## config.mk

```make
export PLATFORM = sky130hd
export DESIGN_NAME = rotating_queue_move_to_front_unit
export DESIGN_NICKNAME = d
export VERILOG_FILES = /design/src/hw/rtl/rqmtf_pkg.sv /design/src/hw/rtl/rqmtf_front.sv /design/src/hw/rtl/rqmtf_queue.sv /design/src/hw/rtl/rqmtf_back.sv /design/src/hw/rtl/rotating_queue_move_to_front_unit.sv
export SDC_FILE = /design/constraint.sdc
export NUM_CORES = 2
export LEC_CHECK = 0
export ABC_AREA = 0
export BUFFER_PORTS_ARGS = -buffer_cell sky130_fd_sc_hd__buf_2
export CAP_MARGIN = 20
export CORE_UTILIZATION = 57
export CTS_CLUSTER_DIAMETER = 80
export DETAILED_ROUTE_END_ITERATION = 8
export MAX_ROUTING_LAYER = met4
export PLACE_DENSITY = 0.76
export SLEW_MARGIN = 30
export SYNTH_ARGS = -nofsm -noshare
export SYNTH_HDL_FRONTEND = slang
export SYNTH_HIERARCHICAL = 1
export SYNTH_SLANG_ARGS = --single-unit
```

## constraint.sdc

```tcl
create_clock -name clk -period 4.53 [get_ports clk]
set_input_delay 0.906 -clock clk [delete_from_list [all_inputs] [get_ports clk]]
set_output_delay 0.906 -clock clk [all_outputs]
set_load 0.01 [all_outputs]
```

## src/hw/rtl/rqmtf_pkg.sv

```systemverilog
package rqmtf_pkg;

	// sizes of the identifier space
	localparam int MAX_PEOPLE = 256;
	localparam int ID_W       = 9;
	localparam int ADDR_W     = $clog2(MAX_PEOPLE);
	localparam int QDEPTH     = 2;
	localparam int QPTR_W     = $clog2(QDEPTH);

	localparam logic [ID_W-1:0] MAX_ID = ID_W'(MAX_PEOPLE);

	// request kinds as carried in the func field
	typedef enum logic {
		OP_SERVE    = 1'b0,
		OP_EXPEDITE = 1'b1
	} op_e_t;

	typedef struct packed {
		op_e_t           op;
		logic [ID_W-1:0] id;
	} req_t;

	// back end sequencer states
	typedef enum logic [1:0] {
		B_IDLE,
		B_SERVE,
		B_EXPED
	} back_state_t;

	// circular successor of a slot within the current population
	function automatic logic [ADDR_W-1:0] next_slot(
		input logic [ADDR_W-1:0] slot,
		input logic [ID_W-1:0]   pop
	);
		logic [ID_W-1:0] inc;
		inc = ID_W'(slot) + ID_W'(1);
		if (inc == pop) begin
			return '0;
		end else begin
			return inc[ADDR_W-1:0];
		end
	endfunction

endpackage

```

## src/hw/rtl/rqmtf_front.sv

```systemverilog
module rqmtf_front (
	input  logic                       in_valid,
	output logic                       in_stall,
	input  logic                       func,
	input  logic [rqmtf_pkg::ID_W-1:0] citizen_id,
	input  logic [rqmtf_pkg::ID_W-1:0] pop,
	input  logic                       q_full,
	output logic                       push,
	output rqmtf_pkg::req_t            push_req
);
	import rqmtf_pkg::*;

	logic in_range;

	// expedites of unknown identifiers are taken and dropped here
	assign in_range = (citizen_id != '0) && (citizen_id <= pop);
	assign in_stall = q_full;

	always_comb begin
		push_req.op = (func == 1'b1) ? OP_EXPEDITE : OP_SERVE;
		push_req.id = citizen_id;
		push        = in_valid && !q_full && ((push_req.op == OP_SERVE) || in_range);
	end

endmodule

```

## src/hw/rtl/rqmtf_queue.sv

```systemverilog
module rqmtf_queue (
	input  logic            clk,
	input  logic            arst_n,
	input  logic            push,
	input  rqmtf_pkg::req_t push_req,
	output logic            full,
	input  logic            pop,
	output logic            q_valid,
	output rqmtf_pkg::req_t q_req
);
	import rqmtf_pkg::*;

	req_t              slots_q [QDEPTH];
	logic [QPTR_W-1:0] wr_ptr_q;
	logic [QPTR_W-1:0] rd_ptr_q;
	logic [QPTR_W:0]   count_q;

	assign full    = (count_q == (QPTR_W+1)'(QDEPTH));
	assign q_valid = (count_q != '0);
	assign q_req   = slots_q[rd_ptr_q];

	// storage
	always_ff @(posedge clk) begin
		if (push) begin
			slots_q[wr_ptr_q] <= push_req;
		end
	end

	// pointers and fill level
	always_ff @(posedge clk or negedge arst_n) begin
		if (!arst_n) begin
			wr_ptr_q <= '0;
			rd_ptr_q <= '0;
			count_q  <= '0;
		end else begin
			if (push) begin
				wr_ptr_q <= wr_ptr_q + QPTR_W'(1);
			end
			if (pop) begin
				rd_ptr_q <= rd_ptr_q + QPTR_W'(1);
			end
			if (push && !pop) begin
				count_q <= count_q + (QPTR_W+1)'(1);
			end else if (pop && !push) begin
				count_q <= count_q - (QPTR_W+1)'(1);
			end
		end
	end

endmodule

```

## src/hw/rtl/rqmtf_back.sv

```systemverilog
module rqmtf_back (
	input  logic                       clk,
	input  logic                       arst_n,
	input  logic                       reload,
	input  logic [rqmtf_pkg::ID_W-1:0] pop,
	input  logic                       q_valid,
	input  rqmtf_pkg::req_t            q_req,
	output logic                       q_pop,
	output logic                       out_valid,
	input  logic                       out_stall,
	output logic [rqmtf_pkg::ID_W-1:0] served_id
);
	import rqmtf_pkg::*;

	logic [ID_W-1:0]       mem [MAX_PEOPLE];
	logic [MAX_PEOPLE-1:0] written_q;
	logic [ID_W-1:0]       rd_data_q;
	logic                  rd_written_q;
	logic [ADDR_W-1:0]     rd_addr_q;

	back_state_t       state_q, state_d;
	logic [ADDR_W-1:0] head_q, head_d;
	logic [ID_W-1:0]   carry_q, carry_d;
	logic [ID_W-1:0]   id_q, id_d;
	logic              out_valid_q, out_valid_d;
	logic [ID_W-1:0]   served_q, served_d;

	logic              rd_en;
	logic [ADDR_W-1:0] rd_addr;
	logic              wr_en;
	logic [ADDR_W-1:0] wr_addr;
	logic [ID_W-1:0]   wr_data;
	logic [ID_W-1:0]   entry;

	assign out_valid = out_valid_q;
	assign served_id = served_q;

	// an entry never written since reload holds its own slot number plus one
	assign entry = rd_written_q ? rd_data_q : (ID_W'(rd_addr_q) + ID_W'(1));

	// order memory, one read and one write port
	always_ff @(posedge clk) begin
		if (wr_en) begin
			mem[wr_addr] <= wr_data;
		end
		if (rd_en) begin
			rd_data_q    <= mem[rd_addr];
			rd_written_q <= written_q[rd_addr];
			rd_addr_q    <= rd_addr;
		end
	end

	// written flags, cleared at once by reset or reload
	always_ff @(posedge clk or negedge arst_n) begin
		if (!arst_n) begin
			written_q <= '0;
		end else if (reload) begin
			written_q <= '0;
		end else if (wr_en) begin
			written_q[wr_addr] <= 1'b1;
		end
	end

	// control registers
	always_ff @(posedge clk or negedge arst_n) begin
		if (!arst_n) begin
			state_q     <= B_IDLE;
			head_q      <= '0;
			out_valid_q <= 1'b0;
		end else begin
			state_q     <= state_d;
			head_q      <= reload ? '0 : head_d;
			out_valid_q <= out_valid_d;
		end
	end

	always_ff @(posedge clk) begin
		carry_q  <= carry_d;
		id_q     <= id_d;
		served_q <= served_d;
	end

	// sequencer: serve reads the head, expedite walks from the head
	// rotating each entry back by one until the identifier is met
	always_comb begin
		state_d     = state_q;
		head_d      = head_q;
		carry_d     = carry_q;
		id_d        = id_q;
		served_d    = served_q;
		out_valid_d = out_valid_q && out_stall;
		q_pop       = 1'b0;
		rd_en       = 1'b0;
		rd_addr     = head_q;
		wr_en       = 1'b0;
		wr_addr     = rd_addr_q;
		wr_data     = carry_q;
		unique case (state_q)
			B_IDLE: begin
				if (q_valid) begin
					q_pop   = 1'b1;
					rd_en   = 1'b1;
					id_d    = q_req.id;
					carry_d = q_req.id;
					state_d = (q_req.op == OP_EXPEDITE) ? B_EXPED : B_SERVE;
				end
			end
			B_SERVE: begin
				if (!(out_valid_q && out_stall)) begin
					out_valid_d = 1'b1;
					served_d    = entry;
					head_d      = next_slot(head_q, pop);
					state_d     = B_IDLE;
				end
			end
			B_EXPED: begin
				wr_en   = 1'b1;
				carry_d = entry;
				if (entry == id_q) begin
					state_d = B_IDLE;
				end else begin
					rd_en   = 1'b1;
					rd_addr = next_slot(rd_addr_q, pop);
				end
			end
			default: begin
				state_d = B_IDLE;
			end
		endcase
	end

endmodule

```

## src/hw/rtl/rotating_queue_move_to_front_unit.sv

```systemverilog
// channel   | handshake               | payload
// ----------+-------------------------+-------------------
// request   | in_valid / in_stall     | func, citizen_id
// result    | out_valid / out_stall   | served_id
// config    | cfg_valid / cfg_ready   | population
//
// a serve transaction in the sequencer is one memory read, then one result load
// an expedite walks the order memory from the head to the identifier (distance at most 255),
// using the single read port, which steps one slot a cycle
// a two-entry request queue lets new transactions enter while the sequencer works
// reset gives order 1..256 with head at zero; no clearing pass, written flags do it
// a stalled result holds the sequencer only on the next serve, not on expedites
module rotating_queue_move_to_front_unit (
	input  logic                       clk,
	input  logic                       arst_n,
	input  logic                       in_valid,
	output logic                       in_stall,
	input  logic                       func,
	input  logic [rqmtf_pkg::ID_W-1:0] citizen_id,
	output logic                       out_valid,
	input  logic                       out_stall,
	output logic [rqmtf_pkg::ID_W-1:0] served_id,
	input  logic                       cfg_valid,
	output logic                       cfg_ready,
	input  logic [rqmtf_pkg::ID_W-1:0] population
);
	import rqmtf_pkg::*;

	logic [ID_W-1:0] pop_q;
	logic            reload;
	logic            q_full;
	logic            push;
	req_t            push_req;
	logic            q_pop;
	logic            q_valid;
	req_t            q_req;

	assign cfg_ready = 1'b1;
	assign reload    = cfg_valid && cfg_ready;

	// population register, clamped to 1..MAX_PEOPLE
	always_ff @(posedge clk or negedge arst_n) begin
		if (!arst_n) begin
			pop_q <= MAX_ID;
		end else if (reload) begin
			priority if (population == '0) begin
				pop_q <= ID_W'(1);
			end else if (population > MAX_ID) begin
				pop_q <= MAX_ID;
			end else begin
				pop_q <= population;
			end
		end
	end

	rqmtf_front u_front (
		.in_valid   (in_valid),
		.in_stall   (in_stall),
		.func       (func),
		.citizen_id (citizen_id),
		.pop        (pop_q),
		.q_full     (q_full),
		.push       (push),
		.push_req   (push_req)
	);

	rqmtf_queue u_queue (
		.clk      (clk),
		.arst_n   (arst_n),
		.push     (push),
		.push_req (push_req),
		.full     (q_full),
		.pop      (q_pop),
		.q_valid  (q_valid),
		.q_req    (q_req)
	);

	rqmtf_back u_back (
		.clk       (clk),
		.arst_n    (arst_n),
		.reload    (reload),
		.pop       (pop_q),
		.q_valid   (q_valid),
		.q_req     (q_req),
		.q_pop     (q_pop),
		.out_valid (out_valid),
		.out_stall (out_stall),
		.served_id (served_id)
	);

endmodule
```

# Yosys cells after proc, flatten, opt, wreduce, memory -nomap -nowiden
# Memory sizes are Yosys's and may differ from the RTL's. A register that Yosys moved wholly into a read port is not among the register bits.
# Index checks and enable logic that the tools add are counted.
[classes]
bitwise_logic = 3
n_eq_ne = 10
addsub = 6
muxes = 36
magnitude_cmp = 5
reduce_logical = 24
[ops]
columns = ["op", "n"]
rows = [
  ["$mux 256", 2],
  ["$or 256x256->256", 1],
  ["$mux 8", 7],
  ["$mux 9", 4],
  ["$eq 9x9->1", 3],
  ["$add 8x1->9 const B", 2],
  ["$lt 8x9->1 const B", 2],
  ["$pmux 9 s2", 1],
  ["$mux 1", 12],
  ["$mux 2", 6],
  ["$reduce_bool 2->1", 5],
  ["$gt 9x9->1 const B", 1],
  ["$le 9x9->1", 1],
  ["$logic_not 9->1", 1],
  ["$reduce_bool 9->1", 1],
  ["$bmux 1 s8", 1],
  ["$demux 1 s8", 1],
  ["$ge 8x1->1 const B", 1],
  ["$reduce_and 2->1", 4],
  ["$logic_and 1x1->1", 7],
  ["$ne 2x2->1 const B", 3],
  ["$pmux 2 s3", 1],
  ["$eq 2x2->1 const B", 2],
  ["$logic_not 1->1", 3],
  ["10 further kinds", 12],
]
[word_totals]
output_inout_bits = 12
register_bits = 316
memories = 2
elab_cells = 99
ramBits = 2324
input_bits = 24
[mem_list]
columns = ["memory", "depth", "word_bits", "rd", "rd_ports_with_merged_regs", "wr", "line", "text"]
rows = [
  ["u_back.mem", 256, 9, 1, 1, 1, "rqmtf_back.sv:15", "logic [ID_W-1:0] mem [MAX_PEOPLE];"],
  ["u_queue.slots_q", 2, 10, 1, 0, 1, "rqmtf_queue.sv:13", "req_t slots_q [QDEPTH];"],
]

# Logic depth before layout (Yosys ltp)
[depth]
word_depth = 8
depth_mapped = 21
ltp_nobuf = 15

# Cells and area by module
# Netlist, hierarchy kept.
[by_module_without_submodules]
columns = ["mod", "cells_per_inst", "seq_area_each_um2", "n_inst", "area_each_um2"]
rows = [
  ["rqmtf_back", 6921, 77219.1, 1, 102970.0],
  ["rqmtf_queue", 47, 700.7, 1, 949.7],
  ["rotating_queue_move_to_front_unit", 43, 226.5, 1, 410.4],
  ["rqmtf_front", 47, 0.0, 1, 341.6],
]

# Worst setup path after synthesis
# No wires, ideal clock.
[synth_path]
path_kind = "reg-to-reg"
from = "register u_back.rd_addr_q[0]"
to = "register u_back.rd_data_q[2], read port of u_back.mem, data pin"
path_buffers = 5
path_stages_with_launch = 19
setup_ns = 0.269
arrival_time_ns = 4.419
setup_slack_ns = -0.158
synth_period_minus_slack_ns = 4.688
t_required_ns = 4.261
path_cell_list = "edfxtp_1 ha_1 clkbuf_2 xor2_1 xor2_1 a2111oi_0 o2111ai_1 or2_2 clkbuf_1 a31oi_4 buf_2 buf_2 buf_2 mux2i_1 o22ai_1 nor4_1 o221ai_1 a2111oi_0 nor3_1"
[synth_via]
elab_chain_cells = 5
word_cells_on_any_way = 9
cone_classes = "add/sub (1); eq/ne (2); mux (6)"
[synth_rtl]
columns = ["element", "line", "text"]
rows = [
  ["start: declaration", "rqmtf_back.sv:19", "logic [ADDR_W-1:0] rd_addr_q;"],
  ["start signal: assignment", "rqmtf_back.sv:49", "rd_addr_q <= rd_addr;"],
  ["$add 8x1->9 *", "rqmtf_pkg.sv:36, rqmtf_back.sv:39", ""],
  ["$mux 9 / $eq 9x9->1 (equally long branches)", "rqmtf_back.sv:39, rqmtf_pkg.sv:37", ""],
  ["$eq 9x9->1 / $mux 8 (equally long branches)", "rqmtf_back.sv:119, rqmtf_pkg.sv:37", ""],
  ["$mux 1 / $mux 8 (equally long branches)", "rqmtf_back.sv:119", "if (entry == id_q) begin"],
  ["$pmux 1 s2 / $mux 8 (equally long branches)", "rqmtf_back.sv:98", "unique case (state_q)"],
  ["end: declaration", "rqmtf_back.sv:17", "logic [ID_W-1:0] rd_data_q;"],
]
# Mark *: on every way between the ends. The rest lies on a longest branch, timed or not.
# A chain may end at the register's enable or synchronous reset.

# Final worst setup path
[layout_path]
from = "register u_back.rd_addr_q[5]"
to = "register u_back.rd_data_q[6], read port of u_back.mem, data pin"
# The elaborated chain is that of the path after synthesis.

==> flow_summary.json <==
{
  "stdcell_count": 10400,
  "pin_count_of_the_biggest_net_entering_global_routing": 194,
  "grt-busiest-layer": "met2",
  "io-pin-count": 36,
  "rsz0062_at_grt": "true",
  "placement.cell_area_um2": 113000,
  "clkLatencyLatePin_ps": 950,
  "worst-slew-pin-transition_ps": 1100,
  "crit_fanout": 8,
  "synth_fp_nets": 7097,
  "internal-power_mw": 58.4,
  "synth_largest_type_area_fraction_pct": 68.0,
  "h-tree-depth": 5,
  "cp_cell_sequence": "buf_6 > and3b_1 > o211a_1 > a311oi_2 > nand2_1 > or4_4 > a31oi_4 > buf_12 > buf_12 > buf_16 > buf_16 > buf_8 > buf_12 > buf_8 > mux2i_1 > o22ai_1 > nor4_2 > buf_4 > o221ai_4 > o211ai_1 > a211oi_1",
  "cp_data_arrival_time_ps": 5780,
  "synth.top_cells.by_area": "edfxtp_1 68%, mux2i_1 8.6%, dfrtp_1 6.7%",
  "synth.cell_area_um2": 105000,
  "ant_nets": 0,
  "ctsLongestPathBuffers": 4,
  "critPathRequiredTime_ps": 5200,
  "standard_cell_row_count": 156,
  "asyncSetResetFlopFracSynth_pct": 10.6,
  "syn_avg_cell_area_um2": 14.8,
  "finalSetupViolCount": 10,
  "die_w_um": 431,
  "numCtsBuffers": 277,
  "grt_usage_pct": 33.8,
  "vdd_drop_max_v": 0.000682,
  "gpl.final_weighted_congestion": 0.999,
  "gr-usage-met1_pct": 44.2,
  "placeableCoreArea_um2": 182000,
  "design_area_um2": 126000,
  "yosysWarningCount": 6,
  "die_area_um2": 185000,
  "postSynthCellCount": 7058,
  "fin_crit_ps": 5110,
  "timing_max_transition_violations_final": 0,
  "drc_errors": 0,
  "worst_path_dominant_cell_family": "compound AO/OA/AOI/OAI gates",
  "mostFrequentLayoutCells": "2369 x edfxtp_1, 875 x mux2i_1, 805 x nand2_1, 698 x buf_4, 689 x nor2_1",
  "cts_tree": "built",
  "net_switching_power_mw": 32.6,
  "initial_core_util_pct": 57.7,
  "dieHeight_um": 431,
  "cp_buf_inv_count": 9,
  "seq_area_frac_synth_pct": 74.7,
  "finalHoldViolations": 0,
  "global_route.usage.met3_pct": 7.64,
  "power.share.sequential_pct": 34.1,
  "use_met2_pct": 49.6,
  "finish.net_count": 7874,
  "clk_transition_reported_paths_ps": 70,
  "path_common_cell": "buf_12",
  "initialDrtViolationCount": 10300,
  "synthDominantAreaCellType": "edfxtp_1",
  "final_common_cell": "edfxtp_1",
  "synth_seq_cells": 2649,
  "via_count": 68200,
  "buffer_ports.inserted": 34,
  "post-route-period-util_pct": 113,
  "antenna_found_initial": 7,
  "pleak_nw": 47.0,
  "layout.core_utilization_pct": 69.3,
  "number_of_enable_type_register_cells_in_the_synthesized_netlist": 2369,
  "critPathKind": "reg2reg",
  "power.share.combinational_pct": 41.5,
  "hold_path_class": "in2reg",
  "viasPerCell": 6.55,
  "wl_per_cell_um": 29.6,
  "max_stage_delay_ps": 590,
  "drt_wl_total_um": 308000,
  "cts.sink_count": 2649,
  "power_density_nw_per_um2": 723,
  "number_of_global_route_vias_before_repair": 66100,
  "violations_in_the_final_reports": "setup timing",
  "post-place-cells": 9824,
  "clock_root_buffer_master": "clkbuf_16",
  "relSlewSlack_pct": 26.6,
  "cpMaxStageDelayCell": "or4_4",
  "place.detailed.hpwl_um": 183000,
  "post_route_total_power_mw": 91.0,
  "timing.critical_path.from_type": "register",
  "max_clock_freq_mhz": 196,
  "p_sw_share_pct": 35.8,
  "layout-drive-gt1-share_pct": 20.9,
  "setup_ws_ps": -579,
  "crit_path_end_kind": "register",
  "area_growth_pct": 20.2,
  "max-cap-violations": 0,
  "grt-ovfl-total": 0,
  "detailedRoute.firstPassIterationCount": 6,
  "power.share.clock_pct": 24.4,
  "ys_dominant_reg_cell": "edfxtp_1",
  "outcome": "complete, but fails checks",
  "first_pass_grt_wire_length_um": 443000,
  "final.setup_skew_ps": 76.3,
  "synth.lib_cells_used.distinct": 74
}
[Yosys cell counts, drive strengths merged (5+ instances only)]
cell,instances
or2,5
a21oi,351
buf,243
o21a,30
nor4,173
nor2,755
xnor2,25
or4,38
xor2,15
o21ai,44
nand2b,9
and2,14
nor3,37
and3,25
inv,36
edfxtp,2369
dfrtp,279
mux2i,904
nor2b,13
mux2,19
o22ai,474
nand4,7
a2111oi,16
clkbuf,190
a211oi,13
o221ai,25
o211ai,5
nand2,810
nand3b,9
a311oi,25
ha,15
nand3,38
a31oi,5
[layer usage]
layer  share of wire [%]  vias to the layer above  wire [µm]
met4                 6.3                        0      19500
met3                  13                     1008      39600
met5                   0                        -          0
met1                  35                    33800     109000
met2                  45                     5120     140000
li1                    -                    28300          -
[cell families after synthesis]
kind of cell | count (synthesis) | synth area share, %
flip-flops | 2649 | 74.7
AND/OR/NAND/NOR | 1943 | 7.88
AO/OA/AOI/OAI | 1017 | 5.96
multiplexers | 923 | 8.88
buffers and inverters | 469 | 2.08
XOR/XNOR | 41 | 0.356
adder cells (fa/ha/maj) | 15 | 0.179
other | 1 | 0.00358
[final cells by class]
cell class,count,area [µm²]
clock buffers,394,7910
clock inverters,87,838
well taps,2370,2970
inverters,36,164
multi-input cells,3940,26600
repair buffers,930,9210
repair inverters,1,8.76
diodes,7,17.5
flip-flops and latches,2649,78100
fillers,11100,55700
[timing repair]
item                                    CTS  global route
gates cloned                             18             1
pin swaps                               105            46
hold buffers                              0             1
setup buffers                            68            15
hold endpoints to repair                  0            33
resized for setup                       304           129
endpoints found under the setup margin   10            10
[worst paths after layout]
path	cells after the start	slack [ps]	end	start
hold reg to reg	1	490	u_back/written_q[232]	u_back/written_q[232]
min in group asynchronous	2	480	u_back/head_q[0]	arst_n
setup reg to reg	21	-580	u_back/rd_data_q[6]	u_back/rd_addr_q[5]
max in group asynchronous	4	2790	u_back/written_q[87]	arst_n
hold / removal	1	210	u_queue/slots_q[0][9]	func
setup / recovery	21	-580	u_back/rd_data_q[6]	u_back/rd_addr_q[5]
[through the flow]
step	setup WS, ps	hold WS [ps]	TNS (ps)
floorplan	13.8	449	0
global placement	-1650	465	-11240
detailed placement	-1670	480	-11560
CTS	-330	65.2	-2930
global route	-551	198	-5190
finish	-579	207	-4540
[power by group through the flow]
stage,logic [mW],clock network [mW],registers [mW]
after detailed placement,31.3,0,31.5
final,37.8,22.2,31.0
after global placement,30.6,0,31.6
after global routing,38.4,23.2,31.0
after floorplan,14.6,0,33.5
after CTS,35.3,22.2,31.0
[sequential cells by signal, indices dropped and copies added, names as in the netlist]
register	flops
u_back/mem	2304
u_back/state_q	2
u_back/rd_written_q	1
pop_q	9
u_back/out_valid	1
u_back/rd_addr_q	8
u_queue/count_q	2
u_back/carry_q	9
u_queue/slots_q	20
u_back/written_q	256
u_queue/rd_ptr_q	1
u_back/served_id	9
u_back/head_q	8
u_back/rd_data_q	9
u_back/id_q	9
u_queue/wr_ptr_q	1
(Power assumes the default switching activity.)
